--- src/hw/rtl/slbfw_pkg.sv ---
// ----------------------------------------------------------------------------
// slbfw_pkg
// Shared types and constants of the status LED blink/flash WS2812 unit.
// ----------------------------------------------------------------------------
package slbfw_pkg;

    // Command codes carried on the mode field
    typedef enum logic [1:0] {
        MODE_TICK   = 2'd0,
        MODE_STEADY = 2'd1,
        MODE_BLINK  = 2'd2,
        MODE_FLASH  = 2'd3
    } t_mode;

    // Configuration register indexes
    typedef enum logic [2:0] {
        CFG_BRIGHTNESS_SHIFT = 3'd0,
        CFG_ZERO_HIGH        = 3'd1,
        CFG_ONE_HIGH         = 3'd2,
        CFG_BIT_PERIOD       = 3'd3,
        CFG_LATCH_GAP        = 3'd4
    } t_cfg_idx;

    localparam int unsigned CFG_DATA_W   = 16;
    localparam int unsigned SHIFT_W      = 3;
    localparam int unsigned COLOR_W      = 24;
    localparam int unsigned FRAME_BITS   = 24;
    localparam int unsigned BIT_CNT_W    = 5;
    localparam logic [BIT_CNT_W-1:0] LAST_BIT_IDX = BIT_CNT_W'(FRAME_BITS - 1);
    localparam logic [SHIFT_W-1:0]   BRIGHTNESS_RST = 3'd2;

    typedef logic [COLOR_W-1:0] t_color;

    // 0xRRGGBB in, scaled G,R,B frame out (G in the top byte)
    function automatic t_color build_frame(input t_color color,
                                           input logic [SHIFT_W-1:0] sh);
        logic [7:0] r;
        logic [7:0] g;
        logic [7:0] b;
        r = color[23:16] >> sh;
        g = color[15:8]  >> sh;
        b = color[7:0]   >> sh;
        return {g, r, b};
    endfunction

endpackage

--- src/hw/rtl/status_led_blink_flash_ws2812_unit.sv ---
// ----------------------------------------------------------------------------
// status_led_blink_flash_ws2812_unit
// Steady / blink / flash colour control for one WS2812 LED, frame serializer.
// ----------------------------------------------------------------------------
// Usage:
//   Input channel (i_in_valid / o_in_stall) carries ticks (mode 0, one per
//   millisecond) and colour commands (steady, blink, flash). Every command
//   and every tick that changes the LED produces one 24-bit GRB frame,
//   scaled by the brightness shift, sent MSB first on the output channel
//   (o_out_valid / i_out_stall) as one bit per transfer; o_last_bit marks
//   the 24th bit. A tick that changes nothing produces no transfer.
//   An item is registered at its accepting edge, evaluated once the
//   serializer is free, and its first bit is valid once its frame is loaded.
//   Throughput: one item per cycle while no frame is in flight; an item
//   that produces a frame occupies the serializer for 24 output transfers,
//   so the frame shift register sets the rate. The input register holds
//   one further item meanwhile.
//   An output stall freezes the serializer and, once the input register is
//   full, backs up into o_in_stall.
//   Reset (synchronous, active low) clears the LED state to off, no blink,
//   no flash, brightness shift 2, and empties both registers.
//   Config writes take effect at once; only the brightness shift changes
//   the frames, the line timing registers belong to the pulse generator.
// ----------------------------------------------------------------------------
module status_led_blink_flash_ws2812_unit #(
    parameter int unsigned TIME_BITS = 16
) (
    input  logic                        i_clk,
    input  logic                        i_rst_n,
    // command channel
    input  logic                        i_in_valid,
    output logic                        o_in_stall,
    input  slbfw_pkg::t_mode            i_mode,
    input  logic [23:0]                 i_color,
    input  logic [15:0]                 i_time_ms,
    // frame bit channel
    output logic                        o_out_valid,
    input  logic                        i_out_stall,
    output logic                        o_data_bit,
    output logic                        o_last_bit,
    // configuration write port
    input  logic                        i_cfg_we,
    input  slbfw_pkg::t_cfg_idx         i_cfg_index,
    input  logic [slbfw_pkg::CFG_DATA_W-1:0] i_cfg_data
);
    import slbfw_pkg::*;

    // input register
    logic                 r_in_valid;
    t_mode                r_mode;
    t_color               r_color;
    logic [15:0]          r_time_ms;

    // LED state
    t_color               r_shown, n_shown;
    t_color               r_saved, n_saved;
    logic [TIME_BITS-1:0] r_blink_period, n_blink_period;
    logic [TIME_BITS-1:0] r_blink_elapsed, n_blink_elapsed;
    logic                 r_phase_on, n_phase_on;
    logic                 r_flash_on, n_flash_on;
    logic [TIME_BITS-1:0] r_flash_left, n_flash_left;

    logic [SHIFT_W-1:0]   r_bright_sh;

    // serializer
    logic                 r_busy;
    t_color               r_shift;
    logic [BIT_CNT_W-1:0] r_cnt;

    logic                 w_in_xfer;
    logic                 w_out_xfer;
    logic                 w_last;
    logic                 w_proc;
    logic                 w_emit;
    t_color               w_emit_color;
    logic [TIME_BITS-1:0] w_time;
    logic [TIME_BITS-1:0] w_elapsed_inc;

    assign w_last      = (r_cnt == LAST_BIT_IDX);
    assign w_out_xfer  = r_busy & ~i_out_stall;
    // evaluate the held item once the serializer is free or frees this cycle
    assign w_proc      = r_in_valid & (~r_busy | (w_out_xfer & w_last));
    assign o_in_stall  = r_in_valid & ~w_proc;
    assign w_in_xfer   = i_in_valid & ~o_in_stall;

    assign o_out_valid = r_busy;
    assign o_data_bit  = r_shift[COLOR_W-1];
    assign o_last_bit  = w_last;

    // duration taken modulo 2^TIME_BITS
    assign w_time        = TIME_BITS'(32'(r_time_ms));
    assign w_elapsed_inc = (r_blink_elapsed != '1) ? r_blink_elapsed + 1'b1
                                                   : r_blink_elapsed;

    // command / tick evaluation
    always_comb begin
        n_shown         = r_shown;
        n_saved         = r_saved;
        n_blink_period  = r_blink_period;
        n_blink_elapsed = r_blink_elapsed;
        n_phase_on      = r_phase_on;
        n_flash_on      = r_flash_on;
        n_flash_left    = r_flash_left;
        w_emit          = 1'b0;
        w_emit_color    = r_color;
        case (r_mode)
            MODE_TICK: begin
                n_blink_elapsed = w_elapsed_inc;
                if (r_flash_on) begin
                    if (r_flash_left <= TIME_BITS'(1)) begin
                        // flash over: restore the commanded colour
                        n_flash_on   = 1'b0;
                        n_flash_left = '0;
                        w_emit       = 1'b1;
                        w_emit_color = r_saved;
                    end else begin
                        n_flash_left = r_flash_left - 1'b1;
                    end
                end else if (r_blink_period != '0 &&
                             w_elapsed_inc >= r_blink_period) begin
                    n_blink_elapsed = '0;
                    n_phase_on      = ~r_phase_on;
                    w_emit          = 1'b1;
                    w_emit_color    = r_phase_on ? '0 : r_shown;
                end
            end
            MODE_STEADY: begin
                n_shown        = r_color;
                n_blink_period = '0;
                w_emit         = 1'b1;
            end
            MODE_BLINK: begin
                n_shown         = r_color;
                n_blink_period  = w_time;
                n_phase_on      = 1'b1;
                n_blink_elapsed = '0;
                w_emit          = 1'b1;
            end
            MODE_FLASH: begin
                n_saved      = r_shown;
                n_flash_on   = 1'b1;
                n_flash_left = w_time;
                w_emit       = 1'b1;
            end
            default: begin
                w_emit = 1'b0;
            end
        endcase
    end

    // input register
    always_ff @(posedge i_clk) begin
        if (!i_rst_n) begin
            r_in_valid <= 1'b0;
        end else begin
            r_in_valid <= w_in_xfer | (r_in_valid & ~w_proc);
        end
        if (w_in_xfer) begin
            r_mode    <= i_mode;
            r_color   <= i_color;
            r_time_ms <= i_time_ms;
        end
    end

    // LED state and configuration
    always_ff @(posedge i_clk) begin
        if (!i_rst_n) begin
            r_shown         <= '0;
            r_saved         <= '0;
            r_blink_period  <= '0;
            r_blink_elapsed <= '0;
            r_phase_on      <= 1'b0;
            r_flash_on      <= 1'b0;
            r_flash_left    <= '0;
            r_bright_sh     <= BRIGHTNESS_RST;
        end else begin
            if (w_proc) begin
                r_shown         <= n_shown;
                r_saved         <= n_saved;
                r_blink_period  <= n_blink_period;
                r_blink_elapsed <= n_blink_elapsed;
                r_phase_on      <= n_phase_on;
                r_flash_on      <= n_flash_on;
                r_flash_left    <= n_flash_left;
            end
            // timing registers are consumed by the line pulse generator
            if (i_cfg_we && i_cfg_index == CFG_BRIGHTNESS_SHIFT) begin
                r_bright_sh <= i_cfg_data[SHIFT_W-1:0];
            end
        end
    end

    // frame serializer, MSB first
    always_ff @(posedge i_clk) begin
        if (!i_rst_n) begin
            r_busy <= 1'b0;
            r_cnt  <= '0;
        end else if (w_proc && w_emit) begin
            r_busy <= 1'b1;
            r_cnt  <= '0;
        end else if (w_out_xfer) begin
            if (w_last) begin
                r_busy <= 1'b0;
            end
            r_cnt <= r_cnt + 1'b1;
        end
        if (w_proc && w_emit) begin
            r_shift <= build_frame(w_emit_color, r_bright_sh);
        end else if (w_out_xfer) begin
            r_shift <= {r_shift[COLOR_W-2:0], 1'b0};
        end
    end

    // ------------------------------------------------------------------------
    // checks
    // ------------------------------------------------------------------------
    a_cnt_range: assert property (@(posedge i_clk) disable iff (!i_rst_n)
        r_busy |-> r_cnt <= LAST_BIT_IDX)
        else $error("bit counter past end of frame");

    a_flash_left_idle: assert property (@(posedge i_clk) disable iff (!i_rst_n)
        !r_flash_on |-> r_flash_left == '0)
        else $error("flash time left while no flash runs");

    a_frame_done: assert property (@(posedge i_clk) disable iff (!i_rst_n)
        (w_out_xfer && w_last && !w_proc) |=> !r_busy)
        else $error("serializer busy after last bit");

    a_stall_held: assert property (@(posedge i_clk) disable iff (!i_rst_n)
        o_in_stall |-> (r_in_valid && r_busy))
        else $error("input stalled with serializer free");

    a_frame_start: assert property (@(posedge i_clk) disable iff (!i_rst_n)
        (w_proc && w_emit) |=> (r_busy && r_cnt == '0))
        else $error("frame not started after emitting item");

endmodule

--- config.mk ---
export PLATFORM = sky130hd
export DESIGN_NAME = status_led_blink_flash_ws2812_unit
export DESIGN_NICKNAME = d
export VERILOG_FILES = /design/src/hw/rtl/slbfw_pkg.sv /design/src/hw/rtl/status_led_blink_flash_ws2812_unit.sv
export SDC_FILE = /design/constraint.sdc
export NUM_CORES = 1
export LEC_CHECK = 0
export BUFFER_PORTS_ARGS = -buffer_cell sky130_fd_sc_hd__buf_2
export CAP_MARGIN = 25
export CORE_MARGIN = 2
export CORE_UTILIZATION = 60
export DETAILED_ROUTE_END_ITERATION = 10
export PLACE_DENSITY = 0.87
export SETUP_SLACK_MARGIN = 0.02
export SLEW_MARGIN = 5
export SYNTH_ARGS = -nofsm -noshare
export SYNTH_HDL_FRONTEND = slang
export SYNTH_SLANG_ARGS = --single-unit
--- constraint.sdc ---
create_clock -name i_clk -period 13.1 [get_ports i_clk]
set_clock_uncertainty 0.2 [all_clocks]
set_input_delay 1.965 -clock i_clk [delete_from_list [all_inputs] [get_ports i_clk]]
set_output_delay 1.965 -clock i_clk [all_outputs]
set_load 0.05 [all_outputs]
[Yosys cells after proc, flatten, opt, wreduce, memory -nomap -nowiden]
Cells that the tools add are included.
Storage, ports and cells
  output and inout bits: 4
  flip-flop bits (word level): 174
  input bits: 66
  logic and storage cells: 94
Cells by class
  bitwise operators: 13
  eq/ne operators: 8
  $add $sub $neg: 3
  muxes and demuxes: 28
  $lt $le $gt $ge: 2
  shifts and indexed selects: 3
  reductions and logical operators: 22
Operators by type and width (count)
  24-bit 2-to-1 mux: 7
  16-bit case mux with 2 select lines: 3
  16-bit 2-to-1 mux: 5
  8-bit by 3-bit right shift with 8-bit output: 3
  16-bit by 1-bit adder with 16-bit output, second input constant: 1
  16-bit greater-or-equal comparator: 1
  16-bit by 1-bit less-or-equal comparator with 1-bit output, second input constant: 1
  16-bit inequality test, second input constant: 1
  16-bit nonzero test: 1
  16-bit by 1-bit subtractor with 16-bit output, second input constant: 1
  2-bit AND reduction: 6
  1-bit 2-to-1 mux: 10
  2-bit nonzero test: 5
  2-bit inequality test, second input constant: 3
  1-bit inverter: 6
  1-bit case mux with 2 select lines: 3
  5-bit by 1-bit adder with 5-bit output, second input constant: 1
  1-bit AND: 5
  5-bit equality test, second input constant: 1
  2-bit equality test, second input constant: 2
  4-bit AND reduction: 1
  2-bit OR reduction: 2
  1-bit logical AND: 3
  3-bit zero test: 1
  5 further kinds: 6

[Longest topological paths before layout]
  depth in word-level cells: 10
  depth in mapped cells: 20

[Worst setup path after synthesis]
Ideal clock, no wire load.
  path kind: in2reg
  start: input i_out_stall
  end: register r_color[0], enable pin
  cell stages on the path: 3
  data required time: 12454 ps
  arrival: 4577 ps
  path slack: 7878 ps
  setup time: 446 ps
  cells stage by stage: o21ai_0 nor2_1 nor2b_1
On the way
  word-level cells in the longest chain between the ends: 9
Ends and longest elaborated chain
  start: declaration: line status_led_blink_flash_ws2812_unit.sv:38  | input logic i_out_stall,
  1-bit inverter: line status_led_blink_flash_ws2812_unit.sv:80  | assign w_out_xfer = r_busy & ~i_out_stall;
  1-bit AND: line status_led_blink_flash_ws2812_unit.sv:80
  1-bit AND: line status_led_blink_flash_ws2812_unit.sv:82  | assign w_proc = r_in_valid & (~r_busy | (w_out_xfer & w_last));
  1-bit OR: line status_led_blink_flash_ws2812_unit.sv:82
  1-bit AND: line status_led_blink_flash_ws2812_unit.sv:82
  1-bit inverter: line status_led_blink_flash_ws2812_unit.sv:83  | assign o_in_stall = r_in_valid & ~w_proc;
  1-bit AND: line status_led_blink_flash_ws2812_unit.sv:83
  named net o_in_stall: line status_led_blink_flash_ws2812_unit.sv:32  | output logic o_in_stall,
  1-bit inverter: line status_led_blink_flash_ws2812_unit.sv:84  | assign w_in_xfer = i_in_valid & ~o_in_stall;
  1-bit AND: line status_led_blink_flash_ws2812_unit.sv:84
  named net w_in_xfer: line status_led_blink_flash_ws2812_unit.sv:70  | logic w_in_xfer;
  end signal: assignment: line status_led_blink_flash_ws2812_unit.sv:160  | r_color <= i_color;
  end: declaration: line status_led_blink_flash_ws2812_unit.sv:51  | t_color r_color;
The timed path passes the listed nets, and every way through them passes these cells.
A chain may end at the register's enable or synchronous reset.

[Worst setup path after layout]
  start: register r_blink_elapsed[5]
  end: register r_shift[16], data pin
On the way
  word-level cells in the longest chain between the ends: 9
  elaborated cells between the ends (all ways): 14
  those cells by class: add/sub (1); order compare (1); eq/ne (1); shift (1); mux (8); reduce/logical (2)
Ends and longest elaborated chain
  start: declaration: line status_led_blink_flash_ws2812_unit.sv:58  | logic [TIME_BITS-1:0] r_blink_elapsed, n_blink_elapsed;
  start signal: assignment: line status_led_blink_flash_ws2812_unit.sv:181  | r_blink_elapsed <= n_blink_elapsed;
  16-bit by 1-bit adder with 16-bit output / 16-bit inequality test (equally long branches): line status_led_blink_flash_ws2812_unit.sv:92  | assign w_elapsed_inc = (r_blink_elapsed != '1) ? r_blink_elapsed + 1'b1
  16-bit 2-to-1 mux (*): line status_led_blink_flash_ws2812_unit.sv:92
  16-bit greater-or-equal comparator (*): line status_led_blink_flash_ws2812_unit.sv:120  | w_elapsed_inc >= r_blink_period) begin
  1-bit logical AND (*): line status_led_blink_flash_ws2812_unit.sv:119  | end else if (r_blink_period != '0 &&
  24-bit 2-to-1 mux / 1-bit 2-to-1 mux (equally long branches): line status_led_blink_flash_ws2812_unit.sv:119
  24-bit 2-to-1 mux / 1-bit 2-to-1 mux (equally long branches): line status_led_blink_flash_ws2812_unit.sv:109  | if (r_flash_on) begin
  24-bit 2-to-1 mux / 1-bit case mux with 2 select lines (equally long branches): line status_led_blink_flash_ws2812_unit.sv:106  | case (r_mode)
  8-bit by 3-bit right shift with 8-bit output / 1-bit logical AND (equally long branches): line slbfw_pkg.sv:41, status_led_blink_flash_ws2812_unit.sv:207
  24-bit 2-to-1 mux (*): line status_led_blink_flash_ws2812_unit.sv:207  | if (w_proc && w_emit) begin
  end signal: assignment: line status_led_blink_flash_ws2812_unit.sv:208  | r_shift <= build_frame(w_emit_color, r_bright_sh);
  end signal: assignment: line status_led_blink_flash_ws2812_unit.sv:210  | r_shift <= {r_shift[COLOR_W-2:0], 1'b0};
  end: declaration: line status_led_blink_flash_ws2812_unit.sv:67  | t_color r_shift;
Every way passes the cells marked *; elsewhere a longest branch is shown, timed or not.

==> metrics.cfg <==
[setup_path]
critPathBufInv=0
cp.arrival_ns=5.91
path_cells=nand3_1, nor4_1, nand4_1, nand4_1, nor2_1, and3_1, xor2_1, ha_1, nand2_1, nor3_2, o311ai_2, a311o_2, a21bo_1, a222oi_1, mux2i_1, mux2i_1, o211ai_1
endpoint_kind=register
regToRegEndpoint=r_shift[16]$_DFFE_PP_
critPathCapture=r_shift[16]$_DFFE_PP_
critPathSlowestCell=a222oi_1
worst-r2r-setup-slack_ns=7.16
critPathTopFamily=compound AO/OA/AOI/OAI gates
startpoint_type=register
required_ns=13.07
ff2ff_path_depth=17
worstSetupPathDepth=17
timing.rr.start=r_blink_elapsed[5]$_SDFFE_PN0P_
crit_fanout=20
critPathLaunch=r_blink_elapsed[5]$_SDFFE_PN0P_
crit_type=register to register
slowest_delay_ns=0.78

[logic_synthesis]
ys_async_sr_fraction=0
postSynthCellCount=979
yosys_most_used_dff=dfxtp_1
synth_warnings=0
synth_edf_count=66
syn_nets=1069
avgSynthCellArea_um2=9.263
ys_seq_elements=174
ys_seq_area_frac=0.4570
synth.distinct_cells=77
synth_area_mm2=0.009069

[global_routing]
grt_pass1_wl_um=33890
antenna_found_initial=0
grt-ovfl-total=0
grtUsageMet3=0.04429
grt_max_degree=105
gr-usage-all-layers=0.2621
grt_pass1_vias=6886
met1_usage=0.3839
top_usage_layer=met2
grtUsageMet2=0.3994

[clocking]
cts_num_sinks=174
numCtsBuffers=17
cts-root-buf=clkbuf_16
cts_tree=yes
clkTransAtPathRegs_ns=0.06
h-tree-depth=4
cts.hold.buffers_added=0
clk_latency_ns=0.44
ctsResizeCount=0
post_cts_buffers=0
clock_path_buffers=2

[sta]
fin_crit_ns=5.942
tns_ns=0
fmax_mhz=168.3
fin_crit_sh=0.4536
worstMarginPinSlew_ns=0.9644
rsz0062_at_grt=no
setup_viol=0
relSlewSlack=0.3555
slew_viol_final=0
hold_violations=0

[finish]
drive_above_1_share=0.1316
fin_util=0.6743
finalNonFillerCells=1202
n_fill_cell=1152
insertedDiodeCount=0
synthToLayoutAreaGrowth_pct=8.885
nets=1096

[placed_design]
portBuffers=56
placedCellCount=1170
place.gp.congestion=0.8731
dp_hpwl_um=13450

[job]
maxCapViolCount=0

[drt]
firstDrtPassIters=5
vias_per_cell=6.191
via_count=7441
drtIter0Drc=744
wl_per_cell_um=16.97
drt-total-wl_um=20400
final_antenna_net_count=0
drcViolationCount=0

[pwr]
leakage_nw=3.568
p_total_mw=1.228
power.density_mw_per_mm2=124.3
vdd_drop_max_v=0.0001057

[floorplan]
fp.dieH_um=126.9
die_area_mm2=0.01611
core_region_area_mm2=0.01464
start_util=0.6193
boundaryPins=70
die_w_um=126.9
rows=44

[run_status]
status=completed

[worst_hold_path]
hold_class=register to register

synthesized netlist by cell type (9+ instances only):
cell | count | area share
nor2_1 | 61 | 0.025
a22oi_1 | 9 | 0.0074
o21ai_0 | 43 | 0.024
ha_1 | 24 | 0.033
mux2i_1 | 13 | 0.014
edfxtp_1 | 66 | 0.22
nor4_1 | 10 | 0.0069
nor2b_1 | 20 | 0.014
inv_1 | 39 | 0.016
xnor2_1 | 10 | 0.0097
nor3_1 | 22 | 0.012
a21oi_1 | 33 | 0.018
clkbuf_1 | 43 | 0.018
a221oi_1 | 19 | 0.018
xor2_1 | 9 | 0.0087
a21boi_0 | 68 | 0.056
and2_1 | 20 | 0.014
nand2_1 | 182 | 0.075
nand3_1 | 27 | 0.015
dfxtp_1 | 108 | 0.24
placed cells by master, fill, tap and decap left out, types with 20 or more instances in the layout:
| master | netlist | routed |
|---|---|---|
| a21boi_0 | 68 | 68 |
| dfxtp_1 | 108 | 108 |
| o21ai_0 | 43 | 42 |
| edfxtp_1 | 66 | 66 |
| ha_1 | 24 | 24 |
| and2_1 | 20 | 20 |
| inv_1 | 39 | 39 |
| nor2_1 | 61 | 61 |
| nand2_1 | 182 | 182 |
| nand3_1 | 27 | 27 |
| buf_2 | 1 | 56 |
| nor3_1 | 22 | 22 |
| a21oi_1 | 33 | 33 |
routing by layer:
metal | vias up | part of all wire
met5 | - | 0
met4 | 0 | 0.021
met3 | 40 | 0.075
met2 | 313 | 0.45
met1 | 3527 | 0.45
li1 | 3561 | -
through the flow:
step           hold WS, ns  setup slack (ns)  cell area [um2]
2_1_floorplan       0.2383             7.878             9069
3_3_place_gp        0.2471             7.306             9289
3_5_place_dp        0.2550             7.250             9316
4_1_cts             0.2638             7.223             9867
5_1_grt             0.2854             6.628             9874
6_report            0.2638             7.158             9874
worst min-delay path: stages, from the launching register on:
cell and delay (ns):
dfxtp_1 0.30, nand2_1 0.05, a21boi_0 0.06
area by class of cell:
type                       count  area (um2)  share of cell area
inverter                      41       153.9             0.01559
timing repair buffer          68       390.4             0.03953
clock buffer                  20       436.7             0.04422
sequential                   174        4144              0.4197
tap                          184       230.2             0.02331
clock inverter                11       113.9             0.01153
multi-input combinational    704        4405              0.4461
flip-flops by register name (all words and copies together) (netlist names), 5 cells and up:
| name | count |
|---|---|
| r_shift | 24 |
| r_saved | 24 |
| r_cnt | 5 |
| r_shown | 24 |
| r_time_ms | 16 |
| r_flash_left | 16 |
| r_color | 24 |
| r_blink_period | 16 |
| r_blink_elapsed | 16 |
report_power, final:
group	switching (mW)	total, mW	internal [mW]
Sequential	0.0151	0.603	0.588
Clock	0.215	0.478	0.263
Combinational	0.0917	0.147	0.0549
worst min-delay path by stage:
stage	start	to	slack (ns)	cells past startpoint
finish	r_saved[20]$_SDFFE_PN0P_	r_saved[20]$_SDFFE_PN0P_	0.26	2
global route	r_saved[9]$_SDFFE_PN0P_	r_saved[9]$_SDFFE_PN0P_	0.29	2
CTS	r_saved[20]$_SDFFE_PN0P_	r_saved[20]$_SDFFE_PN0P_	0.26	2
detailed placement	r_saved[20]$_SDFFE_PN0P_	r_saved[20]$_SDFFE_PN0P_	0.26	2
global placement	r_saved[14]$_SDFFE_PN0P_	r_saved[14]$_SDFFE_PN0P_	0.25	2
floorplan	r_saved[15]$_SDFFE_PN0P_	r_saved[15]$_SDFFE_PN0P_	0.24	2
cell families after synthesis:
logic type	synth area share
multiplexers	0.02801
AND/OR/NAND/NOR	0.2045
adder cells (fa/ha/maj)	0.03311
AO/OA/AOI/OAI	0.1999
buffers and inverters	0.05919
flip-flops	0.4570
XOR/XNOR	0.01835
(Power assumes the default switching activity.)
